## config.mk

```make
export PLATFORM = sky130hd
export DESIGN_NAME = etf_front
export DESIGN_NICKNAME = d
export VERILOG_FILES = /design/src/sv/etf_pkg.sv /design/src/sv/etf_front.sv
export SDC_FILE = /design/constraint.sdc
export NUM_CORES = 2
export LEC_CHECK = 0
export BUFFER_PORTS_ARGS = -buffer_cell sky130_fd_sc_hd__buf_2
export CAP_MARGIN = 10
export CORE_UTILIZATION = 60
export DETAILED_ROUTE_END_ITERATION = 7
export PLACE_DENSITY = 0.79
export SLEW_MARGIN = 0
export SYNTH_ARGS = -nofsm -noshare
export SYNTH_HDL_FRONTEND = slang
export SYNTH_SLANG_ARGS = --single-unit
```

## constraint.sdc

```tcl
create_clock -name clk -period 9.2 [get_ports clk]
set_input_delay 1.84 -clock clk [delete_from_list [all_inputs] [get_ports clk]]
set_output_delay 1.84 -clock clk [all_outputs]
set_load 0.05 [all_outputs]
```

## src/sv/etf_pkg.sv

```systemverilog
// Shared types, constants and helper functions of the escape-time pixel core.
package etf_pkg;

  localparam int FRAC_BITS = 26;
  localparam int COORD_W   = 12;
  localparam int LIMIT_W   = 10;
  localparam int STEP_W    = 31;
  localparam int CFG_W     = 32;
  localparam int CFG_IDX_W = 3;

  localparam int FRAME_DIM_DEF   = 4096;
  localparam int QUEUE_DEPTH_DEF = 4;

  // Viewport spans in Q6.26; the per-pixel step resets to span / FRAME_DIM, rounded.
  localparam longint REAL_SPAN = 64'd11811160;
  localparam longint IMAG_SPAN = 64'd13421773;

  localparam logic signed [31:0] REAL_MIN_RST  = -32'sd12616466;
  localparam logic signed [31:0] IMAG_MIN_RST  = 32'sd37178311;
  localparam logic [LIMIT_W-1:0] ITER_LIMIT_RST = 10'd200;

  // |z|^2 escape bound: 4.0 in Q6.26
  localparam logic [31:0] ESCAPE_LIMIT = 32'd4 << FRAC_BITS;

  localparam logic signed [63:0] I32_MAX = 64'sd2147483647;
  localparam logic signed [63:0] I32_MIN = -64'sd2147483648;

  localparam logic [23:0] DARK_RGB = {8'd16, 8'd16, 8'd16};

  typedef enum logic [CFG_IDX_W-1:0] {
    REG_REAL_MIN   = 3'd0,
    REG_IMAG_MIN   = 3'd1,
    REG_STEP_REAL  = 3'd2,
    REG_STEP_IMAG  = 3'd3,
    REG_ITER_LIMIT = 3'd4
  } cfg_reg_t;

  typedef enum logic {
    ENG_IDLE,
    ENG_RUN
  } eng_state_t;

  // Complex point c handed from the front end to the iteration engine
  typedef struct packed {
    logic signed [31:0] re;
    logic signed [31:0] im;
  } c_point_t;

  function automatic logic signed [31:0] sat32(input logic signed [63:0] v);
    logic signed [31:0] r;
    if (v > I32_MAX) begin
      r = 32'sh7fffffff;
    end else if (v < I32_MIN) begin
      r = 32'sh80000000;
    end else begin
      r = v[31:0];
    end
    return r;
  endfunction

  function automatic logic [23:0] palette_rgb(input logic [3:0] idx);
    logic [23:0] rgb;
    unique case (idx)
      4'd0:    rgb = {8'd66,  8'd30,  8'd15};
      4'd1:    rgb = {8'd25,  8'd7,   8'd26};
      4'd2:    rgb = {8'd9,   8'd1,   8'd47};
      4'd3:    rgb = {8'd4,   8'd4,   8'd73};
      4'd4:    rgb = {8'd0,   8'd7,   8'd100};
      4'd5:    rgb = {8'd12,  8'd44,  8'd138};
      4'd6:    rgb = {8'd24,  8'd82,  8'd177};
      4'd7:    rgb = {8'd57,  8'd125, 8'd209};
      4'd8:    rgb = {8'd134, 8'd181, 8'd229};
      4'd9:    rgb = {8'd211, 8'd236, 8'd248};
      4'd10:   rgb = {8'd241, 8'd233, 8'd191};
      4'd11:   rgb = {8'd248, 8'd201, 8'd95};
      4'd12:   rgb = {8'd255, 8'd170, 8'd0};
      4'd13:   rgb = {8'd204, 8'd128, 8'd0};
      4'd14:   rgb = {8'd153, 8'd87,  8'd0};
      default: rgb = {8'd106, 8'd52,  8'd3};
    endcase
    return rgb;
  endfunction

endpackage

```

## src/sv/etf_front.sv

```systemverilog
// Front end: accepts pixel coordinates and maps them to the complex point c.
module etf_front import etf_pkg::*; (
  input  logic                     clk,
  input  logic                     rst_n,
  input  logic                     in_valid,
  output logic                     in_ready,
  input  logic [COORD_W-1:0]       in_pixel_x,
  input  logic [COORD_W-1:0]       in_pixel_y,
  input  logic signed [31:0]       real_min,
  input  logic signed [31:0]       imag_min,
  input  logic [STEP_W-1:0]        step_real,
  input  logic [STEP_W-1:0]        step_imag,
  input  logic                     q_full,
  output logic                     q_push,
  output c_point_t                 q_data
);

  localparam int PROD_W = COORD_W + STEP_W;

  logic                    v1_r;
  logic                    v2_r;
  logic [PROD_W-1:0]       prod_re_r;
  logic [PROD_W-1:0]       prod_im_r;
  logic [PROD_W-1:0]       prod_re_nxt;
  logic [PROD_W-1:0]       prod_im_nxt;
  logic signed [31:0]      c_re_r;
  logic signed [31:0]      c_im_r;
  logic signed [63:0]      sum_re;
  logic signed [63:0]      sum_im;
  logic signed [32:0]      im_ext;
  logic [32:0]             im_mag;
  logic                    snap;
  logic                    adv;

  // Advance the whole front when the last stage is empty or can drain
  assign adv      = !v2_r || !q_full;
  assign in_ready = adv;
  assign q_push   = v2_r && !q_full;

  assign prod_re_nxt = PROD_W'(in_pixel_x) * PROD_W'(step_real);
  assign prod_im_nxt = PROD_W'(in_pixel_y) * PROD_W'(step_imag);

  assign sum_re = 64'(real_min) + $signed({{(64-PROD_W){1'b0}}, prod_re_r});
  assign sum_im = 64'(imag_min) + $signed({{(64-PROD_W){1'b0}}, prod_im_r});

  // Snap the imaginary part to the axis when it is within half a row
  assign im_ext = 33'(c_im_r);
  assign im_mag = im_ext[32] ? 33'(-im_ext) : 33'(im_ext);
  assign snap   = {im_mag, 1'b0} < {3'd0, step_imag};

  assign q_data.re = c_re_r;
  assign q_data.im = snap ? 32'sd0 : c_im_r;

  always_ff @(posedge clk) begin
    if (!rst_n) begin
      v1_r <= 1'b0;
      v2_r <= 1'b0;
    end else if (adv) begin
      v1_r <= in_valid;
      v2_r <= v1_r;
    end
  end

  always_ff @(posedge clk) begin
    if (adv) begin
      prod_re_r <= prod_re_nxt;
      prod_im_r <= prod_im_nxt;
      c_re_r    <= sat32(sum_re);
      c_im_r    <= sat32(sum_im);
    end
  end

endmodule

```

==> reports/metrics.csv <==
stage;metric;value;unit
cts;clock-pin slew on the worst setup and hold paths;0.06;ns
job;maxcap violations;0;
worst_setup_path;Critical Path End Type;flop;
yosys;Synth Area in Compound Gates;0.117;
yosys;adder-cell share of the synthesized area;0.442;
finish;Area growth syn-to-layout;5.89;%
cts;Post-CTS Setup Bufs;0;
route;post-DR wirelength/cell;17.9;um
route;Via density;5.75;
route;Remaining DRCs;0;
worst_setup_path;WP data required;9.40;ns
yosys;Cells after Synth;3893;
global_routing;pin count of the biggest net entering global routing;80;
die;Die X;241;um
die;FP Rows;87;
cts;Skew-Pair Late Insertion Delay;0.46;ns
timing;Setup TNS;0;ns
die;Die Y;241;um
yosys;mux cell area share after synthesis;0.00124;
timing;final hold vios;0;
yosys;Synth Area per Inst;8.82;sq um
yosys;main combinational cell family by area after synthesis;adder cells;
die;Core Region;0.0565;sq mm
cts;clk sinks;152;
yosys;synthesized cell area;0.0343;sq mm
timing;Tmin final;8.25;ns
yosys;Top FF cell, synth;edfxtp_1;
finish;Seq. cell area;0.00454;sq mm
route;post-route ant nets;0;
finish;antenna fix cells;0;
worst_setup_path;CP arrival;8.45;ns
worst_setup_path;buffers and inverters on the worst path;4;
cts;Post-CTS Resized;0;
route;WL final;84900;um
worst_hold_path;Hold WC Path Type;flop to flop;
timing;Max Clock Freq;121;MHz
worst_setup_path;startpoint type of the worst setup path;input port;
finish;fillers;4645;
worst_hold_path;Hold Path Depth;2;
cts;Root Buffer Master;clkbuf_16;
die;die area;0.0582;sq mm
yosys;Synth Register Bits;152;
route;Pre-antenna DRT Iters;5;
global_routing;GR Overflow Total;0;
timing;Worst-Margin Slew;1.08;ns
timing;RSZ-0062 raised after global routing;no;
yosys;Post-Synth XOR/XNOR Area;0.0464;
cts;TritonCTS clock tree;done;
run_status;outcome;finished clean;
die;Starting Density;0.608;
global_routing;global-route wire length before repair;140000;um
yosys;post-synthesis sequential area ratio;0.132;
worst_setup_path;Slowest-stage cell, CP;buf_2;
timing;Final Max Tran Viols;0;
placed_design;placed wire-length estimate;67800;um
cts;number of H-tree levels;4;
placed_design;routability congestion estimate;0.957;
worst_setup_path;crit-path cells;buf_2, nand2_1, fa_1, inv_1, fa_1, fa_1, fa_1, inv_1, fa_1, inv_1, ha_1, a21oi_1, o21ai_0, a311o_1, nor4b_1, nor2_1, a221oi_1, o22ai_1, o41ai_1, o2111ai_1, a21oi_1, xnor2_1;
yosys;simple-gate share of the synthesized area;0.160;
die;num ports;220;
route;Vias;27200;
worst_setup_path;family with the most delay on the worst path;adder cells;
yosys;top cells by area, synth;fa_1, edfxtp_1, ha_1, inv_1, nand2_1;
cts;Clock Tree Buf Depth;2;
yosys;post-synth top area cell;fa_1;
yosys;Synth top area share;0.339;
timing;worst hold slack;0.494;ns
yosys;fraction of registers with async set/reset;0;
worst_setup_path;CP max stage delay;0.57;ns
global_routing;GRT Total Usage;0.306;
worst_setup_path;CP max FO;31;
global_routing;initial antenna violation count;0;
timing;# setup viols final;0;
worst_setup_path;crit path kind;input port to flop;
yosys;EDFF count, synth;150;
worst_setup_path;CP most frequent cell;fa_1;
global_routing;vias in the first global route;27500;
yosys;Syn. warnings;0;
yosys;Yosys cell types;81;
placed_design;port bufs;219;
finish;layout net count;4987;
finish;area of the multi-input gates;0.0264;sq mm
cts;Num CTS Buffers;17;
finish;share of cells above drive strength 1;0.0748;
worst_setup_path;Levels on crit path;22;
timing;Slew Limit Headroom;0.280;
timing;Final period util;0.897;
worst_setup_path;r2r worst-path depth;13;
timing;Max Clock Skew;0.0175;ns
placed_design;pre-CTS WS;0.558;ns
cts;CTS Hold Buffers Added;0;
yosys;syn_nets;4910;
timing;fin worst setup slack;0.948;ns
route;1st-iter DRT viols;2043;
-- cell type report --
cell class,instances,area share
Tap cell,756,0.0260
Sequential cell,152,0.125
Clock buffer,18,0.0118
Timing Repair Buffer,237,0.0339
Inverter,723,0.0746
Multi-Input combinational cell,2839,0.725
Clock inverter,14,0.00368
-- worst register-to-register path: stages, from the launching register on --
cell	delay, ns
edfxtp_1	0.43
ha_1	0.40
nand3_1	0.21
nor3_1	0.28
a21oi_1	0.20
a211oi_1	0.39
or2_1	0.22
a31oi_1	0.18
or4_1	0.47
and3_1	0.16
a2111oi_0	0.58
a41oi_2	0.19
buf_4	0.26
a41o_2	0.27
-- cells in the mapped netlist, drive strengths merged (19+ instances only) --
library cell and number:
a31oi 26, nor3 29, nand2 649, a211oi 19, and2 220, o31ai 22, nand3 37, inv 723
o21bai 28, o21ai 96, nand4 24, xor2 46, nor2 95, a21o 133, nor2b 50, a21oi 178
nand2b 20, ha 281, xnor2 135, edfxtp 150, clkbuf 173, fa 582
-- final timing paths --
| kind | start | to | slack (ns) |
|---|---|---|---|
| worst max-delay path | in_pixel_x[6] | prod_re_r[39] | 0.95 |
| worst min-delay path | v1_r | v1_r | 0.49 |
| worst max register to register | prod_re_r[11] | c_re_r[11] | 4.71 |
| worst min register to register | v1_r | v1_r | 0.49 |
-- cell families (layout without fill, tap and decap cells) --
group | count (synthesis) | after routing
AOI/OAI and AO/OA | 608 | 608
muxes | 4 | 4
xor gates and xnor gates | 181 | 181
adders and majority gates | 863 | 863
DFF | 152 | 152
buffers and inverters | 902 | 992
and+or+nand+nor | 1183 | 1183
-- layout by cell type (no fill, tap or decap), types with 5 or more instances in the layout --
| cell type | n |
|---|---|
| clkbuf_16 | 17 |
| o211ai_1 | 11 |
| ha_1 | 281 |
| nor2_1 | 95 |
| nand2_1 | 647 |
| a311oi_1 | 7 |
| buf_4 | 18 |
| o21bai_1 | 28 |
| o31ai_1 | 20 |
| xnor2_1 | 134 |
| or4_1 | 11 |
| edfxtp_1 | 150 |
| a211oi_1 | 17 |
| nor2b_1 | 50 |
| fa_1 | 582 |
| and2_1 | 218 |
| o21ai_0 | 95 |
| nand2b_1 | 20 |
| inv_1 | 723 |
| a31oi_1 | 26 |
| o22ai_1 | 5 |
| or3_1 | 9 |
| a41oi_1 | 5 |
| a21oi_1 | 178 |
| nor3_1 | 28 |
| buf_2 | 219 |
| a21boi_0 | 9 |
| nand3_1 | 37 |
| a2111oi_0 | 5 |
| o21a_1 | 17 |
| a221oi_1 | 6 |
| xor2_1 | 46 |
| and3_1 | 14 |
| a21o_1 | 130 |
| inv_6 | 5 |
| nor4_1 | 6 |
| a211o_1 | 5 |
| nand4_1 | 24 |
| o41ai_1 | 5 |
-- through the flow --
stage	utilization	cell area, sq um	instances
global route	0.644	36400	4739
CTS	0.644	36400	4739
detailed placement	0.634	35800	4707
finish	0.644	36400	4739
floorplan	-	34300	3893
global placement	0.634	35800	4707
-- flip-flops by register name, indices dropped and copies added, names as in the netlist --
register and flops:
v2_r 1, prod_re_r 43, prod_im_r 43, c_im_r 32
c_re_r 32, v1_r 1
-- routing by layer --
metal,routed length (um),part of all wire,GRT usage
met1,36400,0.43,0.434
met2,38000,0.45,0.469
met3,7760,0.091,0.0634
met4,2690,0.032,0.102
met5,0,0,0
Power is left out: the tool's default activity adds up to more than one toggle a clock period on the data nets, which glitch-free logic cannot reach.
