==> src/sv/etf_pkg.sv <==
// Shared types, constants and helper functions of the escape-time pixel core.
package etf_pkg;

  localparam int FRAC_BITS = 26;
  localparam int COORD_W   = 12;
  localparam int LIMIT_W   = 10;
  localparam int STEP_W    = 31;
  localparam int CFG_W     = 32;
  localparam int CFG_IDX_W = 3;

  localparam int FRAME_DIM_DEF   = 4096;
  localparam int QUEUE_DEPTH_DEF = 4;

  // Viewport spans in Q6.26; the per-pixel step resets to span / FRAME_DIM, rounded.
  localparam longint REAL_SPAN = 64'd11811160;
  localparam longint IMAG_SPAN = 64'd13421773;

  localparam logic signed [31:0] REAL_MIN_RST  = -32'sd12616466;
  localparam logic signed [31:0] IMAG_MIN_RST  = 32'sd37178311;
  localparam logic [LIMIT_W-1:0] ITER_LIMIT_RST = 10'd200;

  // |z|^2 escape bound: 4.0 in Q6.26
  localparam logic [31:0] ESCAPE_LIMIT = 32'd4 << FRAC_BITS;

  localparam logic signed [63:0] I32_MAX = 64'sd2147483647;
  localparam logic signed [63:0] I32_MIN = -64'sd2147483648;

  localparam logic [23:0] DARK_RGB = {8'd16, 8'd16, 8'd16};

  typedef enum logic [CFG_IDX_W-1:0] {
    REG_REAL_MIN   = 3'd0,
    REG_IMAG_MIN   = 3'd1,
    REG_STEP_REAL  = 3'd2,
    REG_STEP_IMAG  = 3'd3,
    REG_ITER_LIMIT = 3'd4
  } cfg_reg_t;

  typedef enum logic {
    ENG_IDLE,
    ENG_RUN
  } eng_state_t;

  // Complex point c handed from the front end to the iteration engine
  typedef struct packed {
    logic signed [31:0] re;
    logic signed [31:0] im;
  } c_point_t;

  function automatic logic signed [31:0] sat32(input logic signed [63:0] v);
    logic signed [31:0] r;
    if (v > I32_MAX) begin
      r = 32'sh7fffffff;
    end else if (v < I32_MIN) begin
      r = 32'sh80000000;
    end else begin
      r = v[31:0];
    end
    return r;
  endfunction

  function automatic logic [23:0] palette_rgb(input logic [3:0] idx);
    logic [23:0] rgb;
    unique case (idx)
      4'd0:    rgb = {8'd66,  8'd30,  8'd15};
      4'd1:    rgb = {8'd25,  8'd7,   8'd26};
      4'd2:    rgb = {8'd9,   8'd1,   8'd47};
      4'd3:    rgb = {8'd4,   8'd4,   8'd73};
      4'd4:    rgb = {8'd0,   8'd7,   8'd100};
      4'd5:    rgb = {8'd12,  8'd44,  8'd138};
      4'd6:    rgb = {8'd24,  8'd82,  8'd177};
      4'd7:    rgb = {8'd57,  8'd125, 8'd209};
      4'd8:    rgb = {8'd134, 8'd181, 8'd229};
      4'd9:    rgb = {8'd211, 8'd236, 8'd248};
      4'd10:   rgb = {8'd241, 8'd233, 8'd191};
      4'd11:   rgb = {8'd248, 8'd201, 8'd95};
      4'd12:   rgb = {8'd255, 8'd170, 8'd0};
      4'd13:   rgb = {8'd204, 8'd128, 8'd0};
      4'd14:   rgb = {8'd153, 8'd87,  8'd0};
      default: rgb = {8'd106, 8'd52,  8'd3};
    endcase
    return rgb;
  endfunction

endpackage

==> src/sv/etf_queue.sv <==
// Short FIFO of complex points between the front end and the iteration engine.
module etf_queue import etf_pkg::*; #(
  parameter int DEPTH = QUEUE_DEPTH_DEF
) (
  input  logic     clk,
  input  logic     rst_n,
  input  logic     push,
  input  c_point_t push_data,
  output logic     full,
  input  logic     pop,
  output logic     empty,
  output c_point_t pop_data
);

  localparam int PTR_W = (DEPTH > 1) ? $clog2(DEPTH) : 1;
  localparam int CNT_W = $clog2(DEPTH + 1);

  c_point_t             entries_r [DEPTH];
  logic [PTR_W-1:0]     wr_ptr_r;
  logic [PTR_W-1:0]     rd_ptr_r;
  logic [CNT_W-1:0]     count_r;
  logic [PTR_W-1:0]     wr_ptr_nxt;
  logic [PTR_W-1:0]     rd_ptr_nxt;
  logic                 do_push;
  logic                 do_pop;

  assign full     = count_r == CNT_W'(DEPTH);
  assign empty    = count_r == '0;
  assign do_push  = push && !full;
  assign do_pop   = pop && !empty;
  assign pop_data = entries_r[rd_ptr_r];

  assign wr_ptr_nxt = (wr_ptr_r == PTR_W'(DEPTH - 1)) ? '0 : wr_ptr_r + 1'b1;
  assign rd_ptr_nxt = (rd_ptr_r == PTR_W'(DEPTH - 1)) ? '0 : rd_ptr_r + 1'b1;

  always_ff @(posedge clk) begin
    if (!rst_n) begin
      wr_ptr_r <= '0;
      rd_ptr_r <= '0;
      count_r  <= '0;
    end else begin
      if (do_push) begin
        wr_ptr_r <= wr_ptr_nxt;
      end
      if (do_pop) begin
        rd_ptr_r <= rd_ptr_nxt;
      end
      if (do_push && !do_pop) begin
        count_r <= count_r + 1'b1;
      end else if (do_pop && !do_push) begin
        count_r <= count_r - 1'b1;
      end
    end
  end

  always_ff @(posedge clk) begin
    if (do_push) begin
      entries_r[wr_ptr_r] <= push_data;
    end
  end

endmodule

==> config.mk <==
export PLATFORM = sky130hd
export DESIGN_NAME = etf_queue
export DESIGN_NICKNAME = d
export VERILOG_FILES = /design/src/sv/etf_pkg.sv /design/src/sv/etf_queue.sv
export SDC_FILE = /design/constraint.sdc
export NUM_CORES = 1
export LEC_CHECK = 0
export ABC_AREA = 1
export BUFFER_PORTS_ARGS = -buffer_cell sky130_fd_sc_hd__buf_2
export CORE_UTILIZATION = 35
export DETAILED_ROUTE_END_ITERATION = 8
export PLACE_DENSITY_LB_ADDON = 0.3
export RECOVER_POWER = 25
export SLEW_MARGIN = 20
export SYNTH_ARGS = -nofsm -noshare
export SYNTH_HDL_FRONTEND = slang
export SYNTH_SLANG_ARGS = --single-unit
==> constraint.sdc <==
create_clock -name clk -period 5.1 [get_ports clk]
set_clock_uncertainty 0.05 [all_clocks]
set_input_delay 0.255 -clock clk [delete_from_list [all_inputs] [get_ports clk]]
set_output_delay 0.255 -clock clk [all_outputs]
set_load 0.02 [all_outputs]
==> summary.md, run 1 <==
| Metric | Value |
|---|---|
| Status | finished clean |
| Critical path class | reg2out |
| Worst Path Required | 4.80 ns |
| GRT met2 Usage | 0.247 |
| Grt peak-use layer | met2 |
| R2r startpoint | count_r[1] |
| Achievable Freq | 317 MHz |
| CORE AREA | 27900 um^2 |
| Post-synth top cells | edfxtp_1, nor2_1, o21ai_0 |
| Post-synthesis simple-gate area fraction | 0.0620 |
| Multi-input logic area | 1810 um^2 |
| R2R Setup Slk | 2.40 ns |
| CTS buffer count | 29 |
| Maximum VDD drop | 246 uV |
| Worst hold stages | 4 |
| # rows | 61 |
| Max cap viols | 0 |
| Worst-margin pin slew | 1.02 ns |
| Flops & latches, synth | 265 |
| Post-Synth XOR/XNOR Area | 0 |
| Cell Area, Synth | 9990 um^2 |
| Hold Path Class | in2reg |
| CTS tree | built |
| Setup bufs post-CTS | 0 |
| Starting DRC count in detailed routing | 531 |
| GRT Resource Usage Total | 0.149 |
| Final Routed Wirelength | 21.8 mm |
| Prevailing post-synth register cell | edfxtp_1 |
| Worst hold slack | 0.0879 ns |
| Worst Path Max Fanout | 92 |
| Power per cell area | 524 nW/um^2 |
| Final Hold Viols | 0 |
| Adder and majority gate portion of the synthesized area | 0.00952 |
| R2R cell count | 5 |
| Post-route antenna net violation count | 0 |
| DRC viols | 0 |
| Min-delay src | pop |
| Hpwl dp | 12.5 mm |
| Leak | 4.32 nW |
| Nets | 964 |
| Vias post-DR | 6174 |
| Die Y | 171 um |
| Die area | 29200 um^2 |
| Slew HR | 0.322 |
| Synthesized Nets | 766 |
| Gate Count Post-Synth | 691 |
| Largest cells by area after synthesis | edfxtp_1, nor2_1, o22ai_1, o21ai_0, o21ai_1 |
| Top-count cell post-synth | edfxtp_1 |
| Fill cells | 2574 |
| Seq/Total Area, Yosys | 0.787 |
| Tmin final | 3.15 ns |
| Die W | 171 um |
| DR WL/cell | 16.9 um |
| Layout area overhead | 24.8% |
| EDFF count, synth | 256 |
| Final period util | 0.618 |
| Distinct cells, synth | 21 |
| Met3 Use GR | 0.0294 |
| Grt total ovfl | 0 |
| Largest family of logic cells by synthesized area | compound AO/OA/AOI/OAI gates |
| Syn Area/Cell | 14.5 um^2 |
| I/O pin count | 134 |
| Setup violators final | 0 |
| Synth top area share | 0.769 |
| Max Slew Vio Count | 0 |
| Largest net degree at the start of global routing | 93 |
| CTS Buffer Depth | 3 |
| Final Cell Area | 12500 um^2 |
| Synth Warn # | 0 |
| Share of cells above drive strength 1 | 0.166 |
| Initial antenna violation count | 2 |
| Initial Util | 0.358 |
| Clk_lat worst skew | 0.54 ns |
| Clk sinks | 265 |
| Vias/cell | 4.78 |
| Post-synthesis compound-gate area fraction | 0.106 |
| Core Util, Final | 0.446 |
| # port buffers | 133 |
| Clk root buf | clkbuf_16 |
| Gpl congestion | 0.736 |
| FF+latch area | 7870 um^2 |
| Setup TNS | 0 ns |
| RR Endpoint | entries_r[3][47] |
| Number of global-route vias before repair | 6029 |
| CTS H-Tree Depth | 1 |
| Mux share of post-synthesis cell area | 0 |
| Clock-pin slew on the worst setup and hold paths | 0.06 ns |
| Unrepaired setup endpoints after global routing | no |
| Drt pass-1 iters | 4 |
| Startpoint Class | flop |
| Post-DP Area | 11000 um^2 |
| First-pass GRT wire length | 33.3 mm |
| Crit end category | output pin |
| WP data arrival | 2.85 ns |
| Leading area contributor after synthesis | edfxtp_1 |
| Post-synthesis async set-or-reset flop share | 0 |
| Met1 Use GR | 0.199 |
==> routing by layer <==
layer / vias to the layer above / wire [um]
li1: 2983 / -
met1: 3035 / 10000
met2: 125 / 10400
met3: 31 / 1020
met4: 0 / 367
met5: - / 0
==> critical path, cell delays in order (launching register included) <==
cell,delay (ns)
dfxtp_4,0.50
inv_4,0.73
buf_4,0.51
o21ai_1,0.12
o22ai_1,0.21
buf_2,0.20
==> final cells by class <==
cell class | instances | share of cell area
clock inverters | 19 | 0.0119
repair buffers | 208 | 0.108
diodes | 2 | 0.000401
inverters | 19 | 0.00612
flip-flops and latches | 265 | 0.631
clock buffers | 34 | 0.0597
multi-input cells | 366 | 0.145
well taps | 378 | 0.0379
==> flip-flops by register name, indices dropped and copies added (netlist names), named ones only <==
register and flops:
count_r 3, entries_r 256, rd_ptr_r 2, wr_ptr_r 2
==> metrics by stage <==
step                      setup slack, ns  std cells  power, mW
after floorplan                      1.21        691       4.04
after global placement               2.41       1170       4.63
after detailed placement             2.35       1170       4.64
after CTS                            1.85       1289       6.62
after global routing                 1.69       1291       6.88
final                                1.95       1291       6.54
==> what timing repair did <==
item / CTS / global route
resized for setup: 0 / 0
hold buffers: 66 / 0
hold endpoints to repair: 265 / 0
==> cells in the final DEF, fill, tap and decap left out, types with 9 or more instances in the layout <==
| cell type | instances |
|---|---|
| clkbuf_1 | 44 |
| dlygate4sd3_1 | 66 |
| buf_4 | 9 |
| o21ai_0 | 74 |
| inv_1 | 17 |
| o22ai_1 | 64 |
| edfxtp_1 | 256 |
| nand2_1 | 15 |
| clkbuf_16 | 29 |
| buf_2 | 94 |
| nor2_1 | 141 |
| o21ai_1 | 56 |
==> worst max-delay path by stage <==
| stage | endpoint | startpoint | slack [ns] |
|---|---|---|---|
| floorplan | entries_r[0][0] | count_r[1] | 1.21 |
| global placement | entries_r[3][42] | count_r[1] | 2.41 |
| detailed placement | entries_r[3][33] | count_r[0] | 2.35 |
| CTS | pop_data[2] | flop | 1.85 |
| global route | pop_data[11] | flop | 1.69 |
| finish | pop_data[11] | flop | 1.95 |
==> cell families (layout without fill, tap and decap cells) <==
group                      count (synthesis)  after routing
other                                      0              2
adders and majority gates                  7              7
DFF                                      265            265
AOI/OAI and AO/OA                        196            196
and+or+nand+nor                          163            163
buffers and inverters                     60            280
==> report_power, final <==
| part | switching [mW] | internal (mW) | total (mW) |
|---|---|---|---|
| Clock | 0.797 | 1.14 | 1.94 |
| Combinational | 1.31 | 0.548 | 1.85 |
| Sequential | 0.0915 | 2.66 | 2.75 |
| Total | 2.19 | 4.34 | 6.54 |
Note: power is estimated with default switching activity, not from simulation.
==> run 2: changes to the inputs <==
==> constraint.sdc (replaced) <==
create_clock -name clk -period 2.77 [get_ports clk]
set_clock_uncertainty 0.05 [all_clocks]
set_input_delay 0.1385 -clock clk [delete_from_list [all_inputs] [get_ports clk]]
set_output_delay 0.1385 -clock clk [all_outputs]
set_load 0.02 [all_outputs]
==> run 2 against run 1 <==
  * Final cell count hardly changed
  * Register-to-register slack lost 1.8 ns
  * Critical path depth is the same
  * Hold slack better by 0.23 ns
  * Combinational power up 91%
  * Routed wire length decreased by 3.2%
  * Global-route usage shrank 0.42 points
  * Sequential power rose by 82%
  * Critical path type unchanged
  * Total power increased by 86%
  * Sequential share of layout area fell by 0.72 points
  * Die area unchanged
  * Largest power group unchanged
==> summary.md, run 2 (synthesized netlist as in run 1, its figures left out) <==
| Metric | Value |
|---|---|
| Post-cts resize count | 0 |
| Hpwl dp | 10.7 mm |
| Vias/cell | 4.73 |
| Final Routed Wirelength | 21.1 mm |
| Post-route antenna net violation count | 0 |
| Critical path class | reg2out |
| Max cap viols | 0 |
| Initial antenna violation count | 1 |
| Clk_lat worst skew | 0.53 ns |
| Worst hold stages | 2 |
| Largest reg by FF count | entries_r |
| Nets | 966 |
| Worst Path Required | 2.58 ns |
| CTS Buffer Depth | 3 |
| Clock-pin slew on the worst setup and hold paths | 0.06 ns |
| Final Total Pwr | 12.1 mW |
| # rows | 61 |
| Tmin final | 2.30 ns |
| Gpl congestion | 0.702 |
| WP data arrival | 2.11 ns |
| I/O pin count | 134 |
| Fill cells | 2546 |
| Crit end category | output pin |
| Clk sinks | 265 |
| Grt total ovfl | 0 |
| Most frequent cells in the layout | edfxtp_1, nor2_1, buf_2, o21ai_0, dlygate4sd3_1 |
| Status | finished clean |
| Hold Path Class | in2reg |
| Achievable Freq | 435 MHz |
| Share of cells above drive strength 1 | 0.169 |
| Clk root buf | clkbuf_16 |
| Setup violators final | 0 |
| CTS H-Tree Depth | 1 |
| Leading registers by flop count | entries_r: 256 flops, count_r: 3 flops |
| R2R Setup Slk | 0.61 ns |
| Startpoint Class | flop |
| # port buffers | 133 |
| Die Y | 171 um |
| CORE AREA | 27900 um^2 |
| CTS buffer count | 28 |
| Slew HR | 0.642 |
| Min-delay src | push_data[15] |
| Core Util, Final | 0.452 |
| Final Hold Viols | 0 |
| CTS tree | built |
| Hold path endpoint | entries_r[1][15] |
| Vias post-DR | 6110 |
| Number of global-route vias before repair | 6111 |
| Drt pass-1 iters | 4 |
| Maximum VDD drop | 573 uV |
| Final Cell Area | 12600 um^2 |
| Power per cell area | 962 nW/um^2 |
| Final period util | 0.830 |
| Initial Util | 0.358 |
| Max Slew Vio Count | 0 |
| Die W | 171 um |
| DRC viols | 0 |
| DR WL/cell | 16.3 um |
| R2r startpoint | count_r[1] |
| First-pass GRT wire length | 32.6 mm |
| Commonest non-fill, non-tap cell in the layout | edfxtp_1 |
| Largest register FFs | 256 |
| Largest net degree at the start of global routing | 129 |
| Layout area overhead | 26.2% |
| Worst-margin pin slew | 0.538 ns |
| Post-DP Area | 11100 um^2 |
| GRT Resource Usage Total | 0.144 |
| Leak | 4.37 nW |
| R2R cell count | 9 |
| RR Endpoint | count_r[1] |
| Unrepaired setup endpoints after global routing | no |
| Starting DRC count in detailed routing | 329 |
| Worst Path Max Fanout | 24 |
| Die area | 29200 um^2 |
## run 2: cell types whose count changed in the layout (fill, tap and decap cells not counted), moves of 2 or more
| cell | before | now |
|---|---|---|
| clkinvlp_4 | 1 | 3 |
| clkinv_4 | 2 | 0 |
| buf_12 | 0 | 9 |
| clkinv_2 | 5 | 10 |
| buf_2 | 94 | 91 |
| buf_4 | 9 | 1 |
| clkbuf_1 | 44 | 42 |
| dlygate4sd3_1 | 66 | 68 |
## run 2: power by group
part	switching (mW)	internal [mW]
clock	1.48	2.12
sequential	0.113	4.89
combinational	2.43	1.10
total	4.03	8.11
## run 2: worst max-delay path by stage
stage | endpoint | slack [ns] | cells after the start
global route | pop_data[43] | 0.28 | 5
finish | pop_data[43] | 0.47 | 5
global placement | count_r[1] | 0.66 | 9
floorplan | entries_r[0][0] | -0.09 | 4
CTS | pop_data[43] | 0.41 | 5
detailed placement | count_r[1] | 0.61 | 9
## run 2: worst max-delay path, cell delays in order, from the launching register on
cell and delay (ns):
dfxtp_2 0.34, inv_2 0.36, buf_4 0.38, o21ai_0 0.14, o22ai_1 0.14, buf_2 0.21
## run 2: repair_timing
action                                  in CTS  in global routing
hold endpoints to repair                   265                  0
hold buffers                                68                  0
endpoints found under the setup margin       0                  0
setup buffers                                0                  0
## run 2: metrics by stage
stage | setup WS [ns] | hold WS [ns] | setup TNS [ns] | std cells
finish | 0.470 | 0.316 | 0 | 1292
global route | 0.276 | 0.333 | 0 | 1292
CTS | 0.407 | 0.278 | 0 | 1291
detailed placement | 0.609 | 0.305 | 0 | 1171
global placement | 0.662 | 0.304 | 0 | 1171
floorplan | -0.0930 | 0.187 | -23.80 | 691
## run 2: cell type report
type,instances,area (um^2),share of cell area
Timing Repair Buffer,211,1480,0.117
Tap cell,378,473,0.0375
Inverter,19,73.8,0.00585
Multi-Input combinational cell,366,1810,0.143
Sequential cell,265,7870,0.624
Antenna cell,1,2.50,0.000198
Clock buffer,28,701,0.0555
Clock inverter,24,205,0.0163
## run 2: per-layer routing
metal	up-vias	global-route usage	routed length, um
met5	-	0	0
met4	0	0.0384	367
met3	29	0.0280	992
met2	116	0.249	10200
met1	2974	0.185	9550
li1	2991	-	-
==> run 3: changes to the inputs <==
==> constraint.sdc (replaced) <==
create_clock -name clk -period 1.9 [get_ports clk]
set_clock_uncertainty 0.05 [all_clocks]
set_input_delay 0.095 -clock clk [delete_from_list [all_inputs] [get_ports clk]]
set_output_delay 0.095 -clock clk [all_outputs]
set_load 0.02 [all_outputs]
==> run 3 against run 2 <==
  * The run now ends with setup timing left
  * Register-to-register slack worse by 0.47 ns
  * Final cell count up 3.5%
  * Combinational power up 140%
  * Worst setup slack worse by 0.50 ns
  * Sequential share of layout area down 7.9 points
  * Critical path type unchanged
  * Critical endpoint is now pop_data[1]
  * Largest cell class unchanged
==> summary.md, run 3 (synthesized netlist as in run 1, its figures left out) <==
| Metric | Value |
|---|---|
| Gpl congestion | 0.716 |
| Achievable Freq | 517 MHz |
| Commonest non-fill, non-tap cell in the layout | edfxtp_1 |
| Final Cell Area | 14500 um^2 |
| CTS H-Tree Depth | 1 |
| GRT Resource Usage Total | 0.165 |
| Dpl ws | 0.138 ns |
| Grt total ovfl | 0 |
| Leading registers by flop count | entries_r: 256 flops, count_r: 3 flops |
| Leak | 5.11 nW |
| # port buffers | 133 |
| Nets | 1011 |
| Final Total Pwr | 21.3 mW |
| Hold Path Class | in2reg |
| Die W | 171 um |
| Post-route antenna net violation count | 0 |
| Final Hold Viols | 0 |
| Largest register FFs | 256 |
| CTS tree | built |
| Initial Util | 0.358 |
| Largest reg by FF count | entries_r |
| CORE AREA | 27900 um^2 |
| Clk root buf | clkbuf_16 |
| Worst-margin pin slew | 0.343 ns |
| Clk_lat worst skew | 0.54 ns |
| Power per cell area | 1470 nW/um^2 |
| DRC viols | 0 |
| DR WL met2 | 12.4 mm |
| Hpwl dp | 12.2 mm |
| WP data arrival | 1.79 ns |
| Failing checks | setup timing |
| Die area | 29200 um^2 |
| Slew HR | 0.771 |
| I/O pin count | 134 |
| Max cap viols | 0 |
| Most frequent cells in the layout | edfxtp_1, nor2_1, dlygate4sd3_1, o21ai_2, o21ai_1 |
| Startpoint Class | flop |
| Worst Path Max Fanout | 4 |
| Vias/cell | 4.86 |
| Drt pass-1 iters | 5 |
| Share of cells above drive strength 1 | 0.347 |
| Top Metal Used | met4 |
| Worst Path Required | 1.75 ns |
| Largest net degree at the start of global routing | 52 |
| Initial antenna violation count | 1 |
| First-pass GRT wire length | 36.1 mm |
| # rows | 61 |
| Final std cells w/o fill | 1337 |
| Starting DRC count in detailed routing | 465 |
| Die Y | 171 um |
| Max Slew Vio Count | 0 |
| Final period util | 1.02 |
| Final Routed Wirelength | 25.8 mm |
| Crit end category | output pin |
| Clk sinks | 265 |
| Placed cell count | 1183 |
| CTS Buffer Depth | 3 |
| Maximum VDD drop | 828 uV |
| Post-DP Area | 11200 um^2 |
| Unrepaired setup endpoints after global routing | yes |
| Number of global-route vias before repair | 6297 |
| Clock-pin slew on the worst setup and hold paths | 0.06 ns |
| CTS buffer count | 29 |
| Status | complete, but fails checks |
| Critical path class | reg2out |
| Layout area overhead | 44.7% |
| Tmin final | 1.93 ns |
| Vias post-DR | 6497 |
| Met3 Routed Length | 1.69 mm |
| DR WL/cell | 19.3 um |
| Setup violators final | 23 |
| M1 WL | 11.2 mm |
| Final WS setup | -0.0325 ns |
run 3: cell types whose count changed in the layout (fill, tap and decap cells not counted), moves of 32 or more:
cell and delta:
buf_6 +33, nor2_1 -35, o21ai_0 -46, buf_4 +40, o22ai_1 -34, buf_2 -54, o22ai_2 +33, o21ai_2 +50
nor2_2 +32
run 3: area by class of cell:
cell class / instances / area [um^2]
antenna: 2 / 5.00
clock buffer: 36 / 752
clock inverter: 16 / 189
fill: 2377 / 13500
inverter: 19 / 100
multi-input combinational: 366 / 2390
sequential: 265 / 7880
tap: 378 / 473
timing repair buffer: 253 / 2650
timing repair inverter: 2 / 27.5
run 3: metrics by stage:
stage,hold WS (ns),utilization,TNS [ns]
6_report,0.266,0.518,-0.215
3_3_place_gp,0.262,0.402,0
3_5_place_dp,0.262,0.402,0
2_1_floorplan,0.144,-,-32.31
5_1_grt,0.281,0.518,-3.81
4_1_cts,0.233,0.486,-0.963
run 3: path summary, 6_finish.rpt:
path / startpoint / end / slack (ns) / depth (start not counted)
worst max-delay path: flop / pop_data[1] / -0.03 / 6
worst min-delay path: push_data[37] / entries_r[1][37] / 0.27 / 2
worst max register to register: count_r[1] / count_r[2] / 0.14 / 13
worst min register to register: count_r[0] / count_r[0] / 0.46 / 2
run 3: worst max-delay path: stages (launching register included):
cell and delay (ns):
dfxtp_4 0.39, buf_12 0.13, buf_12 0.14, buf_16 0.13
o21ai_0 0.09, o22ai_1 0.18, buf_4 0.18
run 3: repair_timing:
| action | 4_1_cts | 5_1_grt |
|---|---|---|
| pin swaps | 15 | 23 |
| hold buffers | 67 | 0 |
| endpoints found under the hold margin | 265 | 0 |
| resized for setup | 125 | 187 |
| setup endpoints to repair | 64 | 66 |
| cloned | 10 | 15 |
| setup buffers | 9 | 0 |
run 3: metal layers:
metal  global-route usage  vias to the layer above
li1                     -                     3083
met1                0.221                     3190
met2                0.273                      179
met3               0.0338                       45
met4               0.0415                        0
met5                    0                        -
run 3: power by group:
group / internal (mW) / total, mW / switching [mW]
logic: 3.72 / 8.38 / 4.67
registers: 7.13 / 7.37 / 0.238
clock network: 3.34 / 5.52 / 2.18
